**config.mk**
```make
export PLATFORM = sky130hd
export DESIGN_NAME = qte_sqrt_cell
export DESIGN_NICKNAME = d
export VERILOG_FILES = /design/src/sv/qte_pkg.sv /design/src/sv/qte_sqrt_cell.sv
export SDC_FILE = /design/constraint.sdc
export NUM_CORES = 1
export LEC_CHECK = 0
export BUFFER_PORTS_ARGS = -buffer_cell sky130_fd_sc_hd__buf_2
export CAP_MARGIN = 20
export CORE_ASPECT_RATIO = 0.6
export CORE_MARGIN = 4
export CORE_UTILIZATION = 53
export DETAILED_ROUTE_END_ITERATION = 10
export HOLD_SLACK_MARGIN = 0.15
export PLACE_DENSITY = 0.86
export SLEW_MARGIN = 30
export SYNTH_ARGS = -nofsm -noshare
export SYNTH_HDL_FRONTEND = slang
export SYNTH_SLANG_ARGS = --single-unit
export TNS_END_PERCENT = 5
```
**constraint.sdc**
```tcl
create_clock -name i_clk -period 3.9 [get_ports i_clk]
set_clock_uncertainty 0.1 [all_clocks]
set_input_delay 0.195 -clock i_clk [delete_from_list [all_inputs] [get_ports i_clk]]
set_output_delay 0.195 -clock i_clk [all_outputs]
set_load 0.02 [all_outputs]
```
**src/sv/qte_pkg.sv**
```systemverilog
`timescale 1ns / 1ps
// Shared types, widths and constants for the quaternion to Euler angle block.
// No dependencies.
package qte_pkg;

    localparam int CORDIC_STAGES_DEF   = 20;
    localparam int ANGLE_FRAC_BITS_DEF = 8;

    localparam int QW  = 32;   // quaternion component width
    localparam int PW  = 34;   // Q30 product width
    localparam int SW  = 38;   // sum / numerator / denominator width
    localparam int XW  = 40;   // CORDIC x and y width
    localparam int ZW  = 36;   // CORDIC angle width
    localparam int RW  = 64;   // square root working width
    localparam int SQRT_STEPS = 32;
    localparam int PITCH_W = 16;
    localparam int ROLL_W  = 17;
    localparam int YAW_W   = 17;

    localparam logic signed [ZW-1:0] PI_Q30 = 36'sd3373259426;

    typedef struct packed {
        logic                 done;
        logic signed [XW-1:0] x;
        logic signed [XW-1:0] y;
        logic signed [ZW-1:0] z;
    } t_cord;

    typedef struct packed {
        logic [RW-1:0] v;
        logic [RW-1:0] res;
    } t_sqrt;

    // atan(2^-i) in Q30, rounded to nearest
    function automatic logic [30:0] atan_q30(input int idx);
        logic [30:0] r;
        unique case (idx)
            0:  r = 31'd843314857;
            1:  r = 31'd497837829;
            2:  r = 31'd263043837;
            3:  r = 31'd133525159;
            4:  r = 31'd67021687;
            5:  r = 31'd33543516;
            6:  r = 31'd16775851;
            7:  r = 31'd8388437;
            8:  r = 31'd4194283;
            9:  r = 31'd2097149;
            10: r = 31'd1048576;
            11: r = 31'd524288;
            12: r = 31'd262144;
            13: r = 31'd131072;
            14: r = 31'd65536;
            15: r = 31'd32768;
            16: r = 31'd16384;
            17: r = 31'd8192;
            18: r = 31'd4096;
            19: r = 31'd2048;
            20: r = 31'd1024;
            21: r = 31'd512;
            22: r = 31'd256;
            23: r = 31'd128;
            24: r = 31'd64;
            25: r = 31'd32;
            26: r = 31'd16;
            27: r = 31'd8;
            28: r = 31'd4;
            29: r = 31'd2;
            30: r = 31'd1;
            default: r = 31'd0;
        endcase
        return r;
    endfunction

    // product of two Q30 values, floor-shifted back to Q30
    function automatic logic signed [PW-1:0] mul_q30(input logic signed [QW-1:0] a,
                                                     input logic signed [QW-1:0] b);
        logic signed [2*QW-1:0] p;
        p = a * b;
        return p[2*QW-1:30];
    endfunction

    // fold the left half-plane onto the right and catch a zero numerator
    function automatic t_cord cord_pre(input logic signed [XW-1:0] y,
                                       input logic signed [XW-1:0] x);
        t_cord c;
        c.done = (y == '0);
        c.x    = x;
        c.y    = y;
        c.z    = '0;
        if (c.done) begin
            c.z = (x < 0) ? PI_Q30 : '0;
        end else if (x < 0) begin
            c.z = (y > 0) ? PI_Q30 : -PI_Q30;
            c.x = -x;
            c.y = -y;
        end
        return c;
    endfunction

endpackage

```
**src/sv/qte_sqrt_cell.sv**
```systemverilog
`timescale 1ns / 1ps
// One step of the digit-by-digit integer square root, registered.
// Uses qte_pkg.
module qte_sqrt_cell #(
    parameter int STEP = 0
) (
    input  logic           i_clk,
    input  logic           i_en,
    input  qte_pkg::t_sqrt i_d,
    output qte_pkg::t_sqrt o_q
);
    localparam logic [qte_pkg::RW-1:0] BIT = 64'd1 << (62 - 2 * STEP);

    qte_pkg::t_sqrt r_q, n_q;
    logic [qte_pkg::RW-1:0] trial;

    always_comb begin
        trial = i_d.res + BIT;
        n_q   = i_d;
        if (i_d.v >= trial) begin
            n_q.v   = i_d.v - trial;
            n_q.res = (i_d.res >> 1) + BIT;
        end else begin
            n_q.res = i_d.res >> 1;
        end
    end

    // advance with the pipeline
    always_ff @(posedge i_clk) begin
        if (i_en) begin
            r_q <= n_q;
        end
    end

    assign o_q = r_q;
endmodule

```
=== After elaboration in Yosys (flattened, before gate mapping) ===
Cells that the tools add are included.

* Order comparisons: 1
* Add/subtract/negate cells: 3
* Muxes and demuxes: 2

{| class="wikitable"
|+ Operator list
! operator !! number
|-
| $add A63 B63 Y64 const B || 1
|-
| $add A64 B63 Y64 const B || 1
|-
| $ge A64 B64 Y1 || 1
|-
| $mux W64 || 1
|-
| $sub A64 B64 Y64 || 1
|-
| $mux W63 || 1
|}

* Output and inout port bits: 128
* Word-level logic and storage cells: 9
* Input port bits: 130
* Register bits: 128

=== Longest topological paths before layout ===
* Depth after elaboration: 3
* Depth in mapped cells: 14
* Mapped depth without buffers: 13

=== Least setup slack after synthesis ===
Ideal clock, no wire load.

* Path kind: in2reg
* Start: input i_d[16] in the netlist's numbering
* End: register r_q, in the netlist o_q[124] (data pin)
* Stages on the path: 12
* Library setup time: 0.257 ns
* Data required time: 3.543 ns
* Path buffers: 0
* Setup slack: 0.742 ns
* Data arrival time: 2.801 ns
* Cell sequence: inv_1 -> ha_1 -> and2_1 -> nand3_1 -> or3_1 -> a41o_1 -> nor3_2 -> o21ai_1 -> o41ai_4 -> or4b_1 -> a21oi_1 -> nor3_1

{| class="wikitable"
|+ RTL lines
! element !! RTL line !! RTL
|-
| from (decl) || qte_sqrt_cell.sv:9 || <nowiki>input qte_pkg::t_sqrt i_d,</nowiki>
|-
| to (signal assigned) || qte_sqrt_cell.sv:31 || <nowiki>r_q <= n_q;</nowiki>
|-
| to (decl) || qte_sqrt_cell.sv:14 || <nowiki>qte_pkg::t_sqrt r_q, n_q;</nowiki>
|}

==> impl_metrics.yaml <==
status:
  status: "completed"
critical_path:
  worstSetupStartpointType: "input port"
  slowest_stage: "dlygate4sd3_1"
  crit_required_ps: 3950
  arrival_ps: 3820
  cp_common_cell: "a21oi_1"
  cp-end-kind: "flop"
  crit_chain: "dlygate4sd3_1 -> buf_2 -> inv_1 -> ha_1 -> fa_1 -> nand2b_1 -> a21oi_1 -> o41ai_2 -> nand4bb_1 -> a31oi_1 -> o21ai_2 -> a21oi_1 -> buf_4 -> o31a_1 -> xor2_1 -> a21oi_1"
  path_buf_inv: 4
  max_stage_delay_ps: 530
  crit_family: "compound AO/OA/AOI/OAI gates"
  crit_type: "in2reg"
  crit_fanout: 4
pwr:
  p_int_mw: 3.49
  ir_worst_vdd_mv: 0.249
  power.leakage_nw: 5.59
  clkPwrFrac_pct: 34.6
  combPwrFrac_pct: 30.9
  switching_share_pct: 31.8
  finalPower_mw: 5.11
  netSwitchingPower_mw: 1.63
  power.density_nw_per_um2: 422
  seq_power_share_pct: 34.6
sta:
  slew_violations: 0
  finalSetupViolCount: 0
  hold_viol: 0
  worst_hold_slack_ps: 187
  finalCritPeriodShare_pct: 96.7
  max_slew_margin_pct: 37.4
  worst_pin_slew_ps: 938
  fin_crit_ps: 3770
  tns_ps: 0
  fmax_mhz: 265
  fin_ws_ps: 129
  rsz0062_at_grt: "false"
route:
  wl_per_cell_um: 19.3
  avgViaCountPerCell: 5.85
  wl_um: 28600
  first_iter_violations: 932
  drc_errors: 0
  dr.pass1.iters: 7
  ant_nets: 0
  dr_total_vias: 8688
global_route:
  antenna_found_initial: 0
  gr-total-overflow: 0
  grt_pass1_wl_um: 44800
  grt_max_degree: 102
  first_global_vias: 8445
  grt_usage_pct: 30.1
cells_and_area:
  syn_to_final_growth_pct: 40.6
  drive_above_1_share_pct: 25.9
  final_cell_mix: "buf_2, edfxtp_1, dlygate4sd3_1, a21oi_1, nor2_1"
  nNetsFinal: 1463
  utilization_pct: 77.4
  nFillCells: 990
  regArea_um2: 3840
  multi_input_area_um2: 4360
  final_common_cell: "buf_2"
  largest_reg_flops: 128
yosys:
  synth_ff_type: "edfxtp_1"
  ys_seq_area_share_pct: 44.6
  ys_async_sr_fraction_pct: 0
  synth_edf_count: 128
  ys_types: 58
  avgSynthCellArea_um2: 9.73
  syn_nets: 1080
  synth-warning-count: 0
  syn_inst: 885
  ys_seq_elements: 128
  syn_area_um2: 8610
place:
  io_buffers: 257
  place_congestion: 0.916
  hpwlAfterDp_um: 19500
  preCtsSetupSlack_ps: 188
floorplan:
  rows: 35
  initial_utilization_pct: 55.1
  top_level_ports: 258
  die_area_um2: 18400
  die_w_um: 173
  die_y_um: 107
  core_area_um2: 15600
cts:
  clockRootBuffer: "clkbuf_16"
  cts_tree: "yes"
  clockBufferDepth: 2
  clk_pin_slew_ps: 60
  numCtsBuffers: 17
  numClockSinks: 128
  htree_levels: 4
run:
  drv_cap: 0
min_path:
  hp-class: "in2reg"
[power groups by stage]
stage	combinational (mW)	sequential [mW]	clock (mW)
final	1.58	1.77	1.77
after global routing	1.69	1.78	1.85
after CTS	1.51	1.76	1.78
after detailed placement	1.40	1.79	0
after global placement	1.37	1.79	0
after floorplan	0.707	2.00	0
[synth_stat cells (2+ instances only)]
master | count | area (um2)
nand4_1 | 18 | 113
and4_1 | 3 | 26.3
a21oi_1 | 111 | 556
o22ai_1 | 2 | 12.5
edfxtp_1 | 128 | 3840
a21o_1 | 49 | 368
o21a_1 | 7 | 52.6
a21boi_0 | 5 | 37.5
xnor2_1 | 36 | 315
and3_1 | 13 | 81.3
or2_2 | 4 | 25.0
and2_1 | 10 | 62.6
a31oi_1 | 7 | 43.8
ha_1 | 64 | 801
o31ai_1 | 2 | 15.0
inv_1 | 78 | 293
clkbuf_1 | 25 | 93.8
buf_2 | 11 | 55.1
a41oi_1 | 5 | 43.8
nor2b_1 | 10 | 62.6
nor2_1 | 82 | 308
o21bai_1 | 11 | 82.6
nand2b_1 | 3 | 18.8
a211oi_1 | 4 | 30.0
or3_1 | 4 | 25.0
o21ai_1 | 3 | 15.0
nand2_1 | 52 | 195
xor2_1 | 20 | 175
a211o_1 | 2 | 17.5
and4b_1 | 2 | 20.0
mux2_2 | 10 | 113
mux2_1 | 4 | 45.0
nand3_1 | 14 | 70.1
nor3_1 | 11 | 55.1
o31a_1 | 5 | 43.8
nor4b_1 | 2 | 17.5
o41ai_1 | 2 | 17.5
o21ai_0 | 40 | 200
o211ai_1 | 7 | 52.6
[layer usage]
layer / share of wire, % / up-vias / wire length (um) / global-route usage [%]
li1: - / 4001 / - / -
met1: 42 / 4050 / 12100 / 40.6
met2: 44 / 559 / 12600 / 47.5
met3: 11 / 78 / 3020 / 8.07
met4: 2.9 / 0 / 830 / 10.5
met5: 0 / - / 0 / 0
[through the flow]
stage          std cells  area, um2
6_report            1484      12100
5_1_grt             1483      12100
4_1_cts             1480      12000
3_5_place_dp        1324      10100
3_3_place_gp        1324      10100
2_1_floorplan        885       8610
[what timing repair did]
action | CTS | global route
hold buffers | 125 | 0
endpoints found under the hold margin | 126 | 0
setup buffers | 0 | 2
resized for setup | 0 | 9
endpoints found under the setup margin | 0 | 46
[kinds of logic after synthesis]
kind of cell	share of synthesized area, %
flip-flops	44.6
XOR/XNOR	5.70
AO/OA/AOI/OAI	19.8
buffers and inverters	5.19
adder cells (fa/ha/maj)	9.53
multiplexers	1.95
AND/OR/NAND/NOR	13.2
[area by class of cell]
class                   count  area share [%]
multi-input cells         642            36.0
flip-flops and latches    128            31.7
repair buffers            401            22.4
clock buffers              18            3.54
inverters                  78            2.42
well taps                 203            2.10
clock inverters            13            1.77
diodes                      1          0.0207
[path summary, 6_finish.rpt]
check             slack [ps]  cells past startpoint       end    start
hold / removal           190                      3   o_q[64]   i_d[0]
setup / recovery         130                     16  o_q[116]  i_d[64]
(Power assumes the default switching activity.)
