[config.mk]
export PLATFORM = sky130hd
export DESIGN_NAME = qte_cordic_cell
export DESIGN_NICKNAME = d
export VERILOG_FILES = /design/src/sv/qte_pkg.sv /design/src/sv/qte_cordic_cell.sv
export SDC_FILE = /design/constraint.sdc
export NUM_CORES = 1
export LEC_CHECK = 0
export ABC_AREA = 1
export CORE_ASPECT_RATIO = 1.4
export CORE_MARGIN = 2
export CORE_UTILIZATION = 45
export CTS_BUF_LIST = sky130_fd_sc_hd__clkbuf_16
export CTS_CLUSTER_DIAMETER = 150
export CTS_CLUSTER_SIZE = 20
export DETAILED_ROUTE_END_ITERATION = 16
export DONT_BUFFER_PORTS = 1
export GPL_TIMING_DRIVEN = 1
export PLACE_DENSITY_LB_ADDON = 0.3
export SYNTH_ARGS = -nofsm -noshare
export SYNTH_HDL_FRONTEND = slang
export SYNTH_SLANG_ARGS = --single-unit
[constraint.sdc]
create_clock -name i_clk -period 3.22 [get_ports i_clk]
set_input_delay 0.322 -clock i_clk [delete_from_list [all_inputs] [get_ports i_clk]]
set_output_delay 0.322 -clock i_clk [all_outputs]
set_load 0.005 [all_outputs]
[src/sv/qte_pkg.sv]
`timescale 1ns / 1ps
// Shared types, widths and constants for the quaternion to Euler angle block.
// No dependencies.
package qte_pkg;

    localparam int CORDIC_STAGES_DEF   = 20;
    localparam int ANGLE_FRAC_BITS_DEF = 8;

    localparam int QW  = 32;   // quaternion component width
    localparam int PW  = 34;   // Q30 product width
    localparam int SW  = 38;   // sum / numerator / denominator width
    localparam int XW  = 40;   // CORDIC x and y width
    localparam int ZW  = 36;   // CORDIC angle width
    localparam int RW  = 64;   // square root working width
    localparam int SQRT_STEPS = 32;
    localparam int PITCH_W = 16;
    localparam int ROLL_W  = 17;
    localparam int YAW_W   = 17;

    localparam logic signed [ZW-1:0] PI_Q30 = 36'sd3373259426;

    typedef struct packed {
        logic                 done;
        logic signed [XW-1:0] x;
        logic signed [XW-1:0] y;
        logic signed [ZW-1:0] z;
    } t_cord;

    typedef struct packed {
        logic [RW-1:0] v;
        logic [RW-1:0] res;
    } t_sqrt;

    // atan(2^-i) in Q30, rounded to nearest
    function automatic logic [30:0] atan_q30(input int idx);
        logic [30:0] r;
        unique case (idx)
            0:  r = 31'd843314857;
            1:  r = 31'd497837829;
            2:  r = 31'd263043837;
            3:  r = 31'd133525159;
            4:  r = 31'd67021687;
            5:  r = 31'd33543516;
            6:  r = 31'd16775851;
            7:  r = 31'd8388437;
            8:  r = 31'd4194283;
            9:  r = 31'd2097149;
            10: r = 31'd1048576;
            11: r = 31'd524288;
            12: r = 31'd262144;
            13: r = 31'd131072;
            14: r = 31'd65536;
            15: r = 31'd32768;
            16: r = 31'd16384;
            17: r = 31'd8192;
            18: r = 31'd4096;
            19: r = 31'd2048;
            20: r = 31'd1024;
            21: r = 31'd512;
            22: r = 31'd256;
            23: r = 31'd128;
            24: r = 31'd64;
            25: r = 31'd32;
            26: r = 31'd16;
            27: r = 31'd8;
            28: r = 31'd4;
            29: r = 31'd2;
            30: r = 31'd1;
            default: r = 31'd0;
        endcase
        return r;
    endfunction

    // product of two Q30 values, floor-shifted back to Q30
    function automatic logic signed [PW-1:0] mul_q30(input logic signed [QW-1:0] a,
                                                     input logic signed [QW-1:0] b);
        logic signed [2*QW-1:0] p;
        p = a * b;
        return p[2*QW-1:30];
    endfunction

    // fold the left half-plane onto the right and catch a zero numerator
    function automatic t_cord cord_pre(input logic signed [XW-1:0] y,
                                       input logic signed [XW-1:0] x);
        t_cord c;
        c.done = (y == '0);
        c.x    = x;
        c.y    = y;
        c.z    = '0;
        if (c.done) begin
            c.z = (x < 0) ? PI_Q30 : '0;
        end else if (x < 0) begin
            c.z = (y > 0) ? PI_Q30 : -PI_Q30;
            c.x = -x;
            c.y = -y;
        end
        return c;
    endfunction

endpackage

[src/sv/qte_cordic_cell.sv]
`timescale 1ns / 1ps
// One vectoring CORDIC rotation, registered.
// Uses qte_pkg.
module qte_cordic_cell #(
    parameter int STEP = 0
) (
    input  logic           i_clk,
    input  logic           i_en,
    input  qte_pkg::t_cord i_d,
    output qte_pkg::t_cord o_q
);
    qte_pkg::t_cord r_q, n_q;
    logic signed [qte_pkg::XW-1:0] x, y, dx, dy;
    logic signed [qte_pkg::ZW-1:0] z, da;

    always_comb begin
        x   = i_d.x;
        y   = i_d.y;
        z   = i_d.z;
        dx  = y >>> STEP;
        dy  = x >>> STEP;
        da  = $signed({{(qte_pkg::ZW - 31){1'b0}}, qte_pkg::atan_q30(STEP)});
        n_q = i_d;
        // hold a result already settled by the zero-numerator case
        if (!i_d.done) begin
            if (y > 0) begin
                n_q.x = x + dx;
                n_q.y = y - dy;
                n_q.z = z + da;
            end else begin
                n_q.x = x - dx;
                n_q.y = y + dy;
                n_q.z = z - da;
            end
        end
    end

    always_ff @(posedge i_clk) begin
        if (i_en) begin
            r_q <= n_q;
        end
    end

    assign o_q = r_q;
endmodule

======== After elaboration in Yosys (flattened, before gate mapping) ========
Index checks and enable logic that the tools add are counted.
Widths: inputs -> output; s select.
word-level totals
  bits in registers ....................... 117
  input bits .............................. 119
  logic and storage cells ................. 12
operators by class
  $add $sub $neg .......................... 5
  magnitude comparators ................... 1
  muxes and demuxes ....................... 2
operator list
  cell                    number
  $mux 116                2
  $sub 40x40->40          2
  $add 40x40->40          1
  $gt 40x1->1 const B     1
  $add 36x31->36 const B  1
  $sub 36x31->36 const B  1

======== Logic depth before layout (Yosys ltp) ========
Gate-level depths: netlist of run 1.
  depth after elaboration ................. 3
  gate-level depth with buffers ........... 23
  mapped depth without buffers ............ 21

======== Worst setup path before layout of run 1 ========
OpenSTA, ideal clock, no wires.
  kind .................................... input to register
  start ................................... input port i_d[37] (netlist bit)
  end ..................................... register r_q (netlist bit o_q[15]), data pin
  library setup time ...................... 0.254 ns
  arrival ................................. 2.871 ns
  data required time ...................... 2.966 ns
  path slack .............................. 0.096 ns
  stages .................................. 15
  path buffers ............................ 2
  cell sequence ........................... inv_1 -> nand4_1 -> nor3_1 -> nand2_1 -> nand2_1 -> buf_4 -> buf_2 -> ha_1 -> a21oi_1 -> nand2_1 -> a21oi_1 -> o21ai_0 -> or2_2 -> nand3_1 -> nand2_1
RTL lines
  element                 line                   text
  start: declaration      qte_cordic_cell.sv:9   input qte_pkg::t_cord i_d,
  end signal: assignment  qte_cordic_cell.sv:40  r_q <= n_q;
  end: declaration        qte_cordic_cell.sv:12  qte_pkg::t_cord r_q, n_q;

==> impl_metrics.py, run 1 <==
metrics = {
    "global_route": {
        "grt_usage_pct": 37.0,
        "grt_pass1_wl_um": 107000,
        "grt_max_degree": 90,
        "grt.overflow.total": 0,
        "first_global_vias": 18366,
        "antenna_found_initial": 2,
    },
    "logic_synthesis": {
        "yosysWarnings": 0,
        "synth_area_leaders": "nand2_1 (22%), edfxtp_1 (21%), ha_1 (11%)",
        "syn_nets": 3094,
        "yosys.area.top_type": "nand2_1",
        "synth_common_cells": "nand2_1 (1004), inv_1 (403), nor2_1 (246)",
        "ys_ff_latch": 117,
        "syn-cell-area_sq_mm": 0.0171,
        "ys.flop_type": "edfxtp_1",
        "yosys.area.top_type_share_pct": 22.1,
        "synth.lib_cells_used.distinct": 50,
        "avgSynthCellArea_sq_um": 6.06,
        "syn_inst": 2820,
        "synth-edff-count": 117,
        "synth.yosys.seq_area_share_pct": 20.6,
        "synthArstFlopShare_pct": 0,
        "yosysMostFrequentCell": "nand2_1",
    },
    "timing": {
        "clock.fmax_mhz": 334,
        "hold_viol": 0,
        "setup_violations": 0,
        "fin_crit_ps": 2990,
        "fin_crit_sh_pct": 92.9,
        "relSlewSlack_pct": 28.0,
        "maxSlewViolCount": 0,
        "worstMarginPinSlew_ps": 1080,
    },
    "setup_path": {
        "crit_type": "input pin to flop",
        "critPathLaunchType": "input pin",
        "end_kind": "flop",
        "cp.required_ps": 3440,
        "critical_path.cell_chain": "nor3_1 -> nand4_1 -> nor3_1 -> buf_4 -> nand2_1 -> nand2_4 -> buf_12 -> ha_1 -> a21oi_1 -> o21ai_0 -> a21oi_1 -> nand3_1 -> nand2_1 -> inv_1 -> o21ai_0 -> nand2_1 -> nand2_1 -> nand2_1",
        "crit_top_cell": "nand2_1",
        "arrival_ps": 3210,
        "crit_path_start": "i_d[46]",
        "cp_max_fo": 8,
        "crit_path_top_delay_cell": "nor3_1",
        "max_stage_delay_ps": 270,
    },
    "power_and_ir_drop": {
        "vdd_drop_max_mv": 0.283,
        "leakagePower_nw": 10.1,
        "power.density_mw_per_mm2": 365,
        "p_total_mw": 7.01,
    },
    "final_layout": {
        "area_delta_synth_final_pct": 12.4,
        "multiInputGateArea_sq_mm": 0.0115,
        "seq_area_sq_mm": 0.00351,
        "final_core_utilization_pct": 51.2,
        "fill_cells": 4001,
        "largest_register_ffs": 117,
        "layout-drive-gt1-share_pct": 11.8,
        "fin_nets": 3219,
    },
    "die": {
        "design.portCount": 236,
        "dieArea_sq_mm": 0.0396,
        "core_area_sq_mm": 0.0375,
        "die_width_um": 169,
        "start_util_pct": 45.5,
        "die_h_um": 235,
        "fp-row-count": 84,
    },
    "cts": {
        "htree_num_levels": 4,
        "clk_pin_slew_ps": 60,
        "clock-sinks": 117,
        "cts_tree": "done",
        "clockBufferDepth": 2,
        "cts_root_buf": "clkbuf_16",
        "cts_buffers": 17,
    },
    "detailed_routing": {
        "viasPerCell": 5.45,
        "drcViolationCount": 0,
        "avgRoutedWirePerCell_um": 21.8,
        "ant_nets": 0,
        "drt-initial-drc-count": 1573,
        "drt-total-wl_um": 74700,
        "vias": 18704,
        "dr.pass1.iters": 6,
    },
    "placement": {
        "portBuffers": 0,
        "gp_congestion": 1.01,
        "hpwl_um": 62300,
    },
    "worst_hold_path": {
        "hp-class": "input pin to flop",
        "hold_start": "i_d[72]",
    },
    "flow_run": {
        "drv_cap": 0,
    },
    "run_status": {
        "status": "finished, final reports clean",
    },
}
==> critical path: cells and delay by family <==
family	cells	cell delay, ps
adders and majority gates	1	250
buffers and inverters	3	420
and+or+nand+nor	10	1440
AOI/OAI and AO/OA	4	760
==> per-layer routing <==
layer	wire, um	GRT usage [%]	vias to the layer above
met5	15	0	-
met4	6290	27.4	2
met3	3950	5.35	208
met2	36900	67.5	688
met1	27500	38.5	8585
li1	-	-	9221
==> worst paths after layout <==
check	endpoint	slack, ps	depth (start not counted)
setup / recovery	o_q[35]	230	18
hold / removal	o_q[72]	40	2
==> layout by cell type, fill, tap and decap left out, types with 3 or more instances in the layout <==
| master | n |
|---|---|
| nand2_1 | 1003 |
| inv_1 | 404 |
| nor2_1 | 244 |
| nand3_1 | 208 |
| buf_4 | 180 |
| a21oi_1 | 157 |
| ha_1 | 151 |
| edfxtp_1 | 117 |
| o21ai_0 | 113 |
| xor2_1 | 41 |
| nor2_2 | 29 |
| nand2_2 | 26 |
| o21ai_1 | 23 |
| nand4_1 | 22 |
| o21bai_1 | 22 |
| o211ai_1 | 18 |
| clkbuf_16 | 17 |
| inv_2 | 15 |
| nor3_1 | 15 |
| nor2_4 | 15 |
| or2_2 | 13 |
| a21oi_2 | 12 |
| a31oi_1 | 12 |
| nand3_2 | 8 |
| a21o_1 | 8 |
| nand2_4 | 6 |
| nand3b_1 | 6 |
| o21a_1 | 6 |
| and2_1 | 5 |
| o211ai_2 | 5 |
| clkinv_2 | 5 |
| xnor2_1 | 4 |
| or2_0 | 4 |
| fa_1 | 4 |
| nor4_1 | 3 |
| nor3_2 | 3 |
| a21boi_0 | 3 |
| bufinv_16 | 3 |
| buf_12 | 3 |
==> through the flow <==
stage                     setup slack (ps)  instance area, sq um  hold WS, ps  cells  setup TNS [ps]
after floorplan                       95.6                 17100          421   2820               0
after global placement                -219                 18600          428   3397           -2790
after detailed placement              -258                 18600          429   3397           -3230
after CTS                              227                 19200         8.66   3428               0
after global routing                 -28.9                 19200         21.3   3428           -35.1
final                                  229                 19200         35.8   3429               0
==> layout make-up <==
cell class | instances | share of cell area, %
Tap cell | 473 | 3.08
Timing Repair Buffer | 185 | 7.55
Clock buffer | 17 | 2.22
Inverter | 419 | 8.20
Clock inverter | 12 | 0.730
Multi-Input combinational cell | 2205 | 59.9
Antenna cell | 1 | 0.0130
Sequential cell | 117 | 18.3
==> logic make-up (layout without fill, tap and decap cells) <==
logic type                 Yosys count  in the layout  share of synthesized area [%]
AOI/OAI and AO/OA                  387            387                           12.9
xor gates and xnor gates            45             45                           2.31
adders and majority gates          155            155                           11.5
buffers and inverters              498            633                           12.2
DFF                                117            117                           20.6
other                                0              1                              0
and+or+nand+nor                   1618           1618                           40.5
==> power breakdown <==
| group | leakage, nW | switching (mW) | total, mW | internal (mW) |
|---|---|---|---|---|
| sequential | 1.14 | 0.106 | 2.02 | 1.91 |
| combinational | 8.63 | 1.97 | 3.00 | 1.03 |
| clock | 0.287 | 0.804 | 1.99 | 1.19 |
==> timing repair <==
action	4_1_cts	5_1_grt
endpoints found under the setup margin	0	8
setup buffers	0	0
hold endpoints to repair	58	0
gates resized for setup	0	4
hold buffers	2	0
No activity file was read; power rests on OpenSTA's default activity.
==> run 2, diff against run 1 <==
--- a/config.mk
+++ b/config.mk
@@ -9,13 +9,13 @@
 export CORE_ASPECT_RATIO = 1.4
 export CORE_MARGIN = 2
 export CORE_UTILIZATION = 45
-export CTS_BUF_LIST = sky130_fd_sc_hd__clkbuf_16
+export CTS_BUF_LIST = sky130_fd_sc_hd__clkbuf_4 sky130_fd_sc_hd__clkbuf_8
 export CTS_CLUSTER_DIAMETER = 150
 export CTS_CLUSTER_SIZE = 20
 export DETAILED_ROUTE_END_ITERATION = 16
 export DONT_BUFFER_PORTS = 1
 export GPL_TIMING_DRIVEN = 1
-export PLACE_DENSITY_LB_ADDON = 0.3
+export PLACE_DENSITY = 0.68
 export SYNTH_ARGS = -nofsm -noshare
 export SYNTH_HDL_FRONTEND = slang
 export SYNTH_SLANG_ARGS = --single-unit
==> impl_metrics.py, run 2 (synthesized netlist as in run 1, its figures left out) <==
metrics = {
    "placement": {
        "portBuffers": 0,
        "preCtsSetupSlack_ps": -321,
        "gp_congestion": 0.997,
        "hpwl_um": 62600,
        "dpl-instance-area_sq_mm": 0.0187,
    },
    "setup_path": {
        "crit_path_top_delay_cell": "nor2_1",
        "crit_type": "input pin to flop",
        "max_stage_delay_ps": 450,
        "cp.required_ps": 3480,
        "critical_path.cell_chain": "inv_2 -> nand4_1 -> nor2_1 -> nand2_1 -> nor2_1 -> nand2_1 -> nand2_4 -> ha_1 -> a21oi_1 -> nand2_1 -> a21oi_1 -> buf_4 -> o21ai_0 -> or2_2 -> nand3_1 -> nand2_1",
        "critical_path_cell_count": 16,
        "critPathLaunchType": "input pin",
        "arrival_ps": 3350,
        "crit_top_cell": "nand2_1",
        "path_buf_inv": 2,
        "cp_top_family": "simple AND/OR/NAND/NOR gates",
        "cp_max_fo": 10,
        "end_kind": "flop",
    },
    "detailed_routing": {
        "dr.pass1.iters": 6,
        "vias": 19394,
        "drt-initial-drc-count": 1673,
        "viasPerCell": 5.51,
        "drcViolationCount": 0,
        "ant_nets": 0,
        "avgRoutedWirePerCell_um": 21.8,
        "drt-total-wl_um": 76800,
    },
    "final_layout": {
        "layout-drive-gt1-share_pct": 11.9,
        "final_common_cell": "nand2_1",
        "area_delta_synth_final_pct": 16.9,
        "fill_cells": 3897,
        "final_cell_mix": "nand2_1 (1003), inv_1 (403), nor2_1 (246)",
        "multiInputGateArea_sq_mm": 0.0115,
        "seq_area_sq_mm": 0.00351,
        "final_core_utilization_pct": 53.2,
        "diodes": 0,
        "fin_nets": 3310,
        "largest_register_ffs": 117,
        "stdcell_area_sq_mm": 0.0200,
    },
    "cts": {
        "htree_num_levels": 4,
        "cts_setup_buffers": 0,
        "cts_hold_buf": 83,
        "cts_tree": "done",
        "clk_pin_slew_ps": 90,
        "clockBufferDepth": 2,
        "cts_root_buf": "clkbuf_8",
        "cts_buffers": 17,
        "clock-sinks": 117,
    },
    "die": {
        "start_util_pct": 45.5,
        "die_h_um": 235,
        "design.portCount": 236,
        "dieArea_sq_mm": 0.0396,
        "core_area_sq_mm": 0.0375,
        "die_width_um": 169,
        "fp-row-count": 84,
    },
    "global_route": {
        "grt_max_degree": 118,
        "first_global_vias": 18771,
        "grt_pass1_wl_um": 111000,
        "grt.overflow.total": 0,
        "antenna_found_initial": 0,
        "grt_usage_pct": 38.2,
    },
    "timing": {
        "fin_crit_sh_pct": 96.0,
        "fin_ws_ps": 129,
        "rsz0062_at_grt": "false",
        "timing.hold.ws_ps": -87.3,
        "fin_crit_ps": 3090,
        "setup_violations": 0,
        "hold_viol": 67,
        "relSlewSlack_pct": 30.7,
        "worstMarginPinSlew_ps": 1040,
        "clock.fmax_mhz": 323,
        "maxSlewViolCount": 0,
        "setup_tns_ps": 0,
    },
    "power_and_ir_drop": {
        "leakagePower_nw": 10.4,
        "power.density_mw_per_mm2": 341,
        "vdd_drop_max_mv": 0.246,
        "p_total_mw": 6.81,
    },
    "flow_run": {
        "drv_cap": 0,
    },
    "run_status": {
        "status": "finished with violations",
        "violations": "hold timing",
    },
    "worst_hold_path": {
        "hold_end": "o_q[72]",
        "min_path_cells": 0,
        "hold_start": "i_en",
        "hp-class": "input pin to flop",
    },
}
==> run 2: cell types whose count changed in the layout (fill, tap and decap cells not counted), moves of 3 or more <==
cell / before / now
buf_4: 180 / 189
dlygate4sd3_1: 1 / 82
clkbuf_16: 17 / 0
clkinvlp_4: 0 / 3
clkbuf_8: 0 / 17
==> run 2: how the worst max path moves through the flow <==
| stage | end | from | slack, ps |
|---|---|---|---|
| CTS | o_q[11] | i_d[46] | 170 |
| global route | o_q[11] | i_d[46] | 40 |
| finish | o_q[11] | i_d[42] | 130 |
| detailed placement | o_q[11] | i_d[36] | -320 |
| floorplan | o_q[15] | i_d[37] | 100 |
| global placement | o_q[11] | i_d[42] | -280 |
==> run 2: final cells by class <==
cell class,count,share of cell area (%)
Timing Repair Buffer,276,11.7
Clock buffer,17,1.17
Clock inverter,14,1.05
Sequential cell,117,17.6
Inverter,419,7.89
Multi-Input combinational cell,2205,57.6
Tap cell,473,2.96
==> run 2: what timing repair did <==
action                                 in CTS  in global routing
resized for setup                           0                  1
setup endpoints to repair                   0                  5
endpoints found under the hold margin     184                117
==> run 2: power breakdown <==
part / leakage, nW / total [mW] / internal (mW) / switching [mW]
Clock: 0.215 / 1.67 / 0.911 / 0.756
Sequential: 1.14 / 2.02 / 1.91 / 0.110
Combinational: 9.00 / 3.13 / 1.11 / 2.01
Total: 10.4 / 6.81 / 3.93 / 2.88
==> run 2: per-layer routing <==
layer / wire, um / share of wire [%] / GRT usage, % / vias up
met1: 27900 / 36 / 40.7 / 8909
met4: 6000 / 7.8 / 25.5 / 0
met2: 38400 / 50 / 69.7 / 853
met3: 4540 / 5.9 / 5.75 / 230
li1: - / - / - / 9402
met5: 0 / 0 / 0 / -
==> run 2: per-stage QoR <==
step / instances / hold slack, ps
after floorplan: 2820 / 421
after global placement: 3407 / 429
after detailed placement: 3407 / 430
after CTS: 3521 / -105
after global routing: 3521 / -97.7
final: 3521 / -87.3
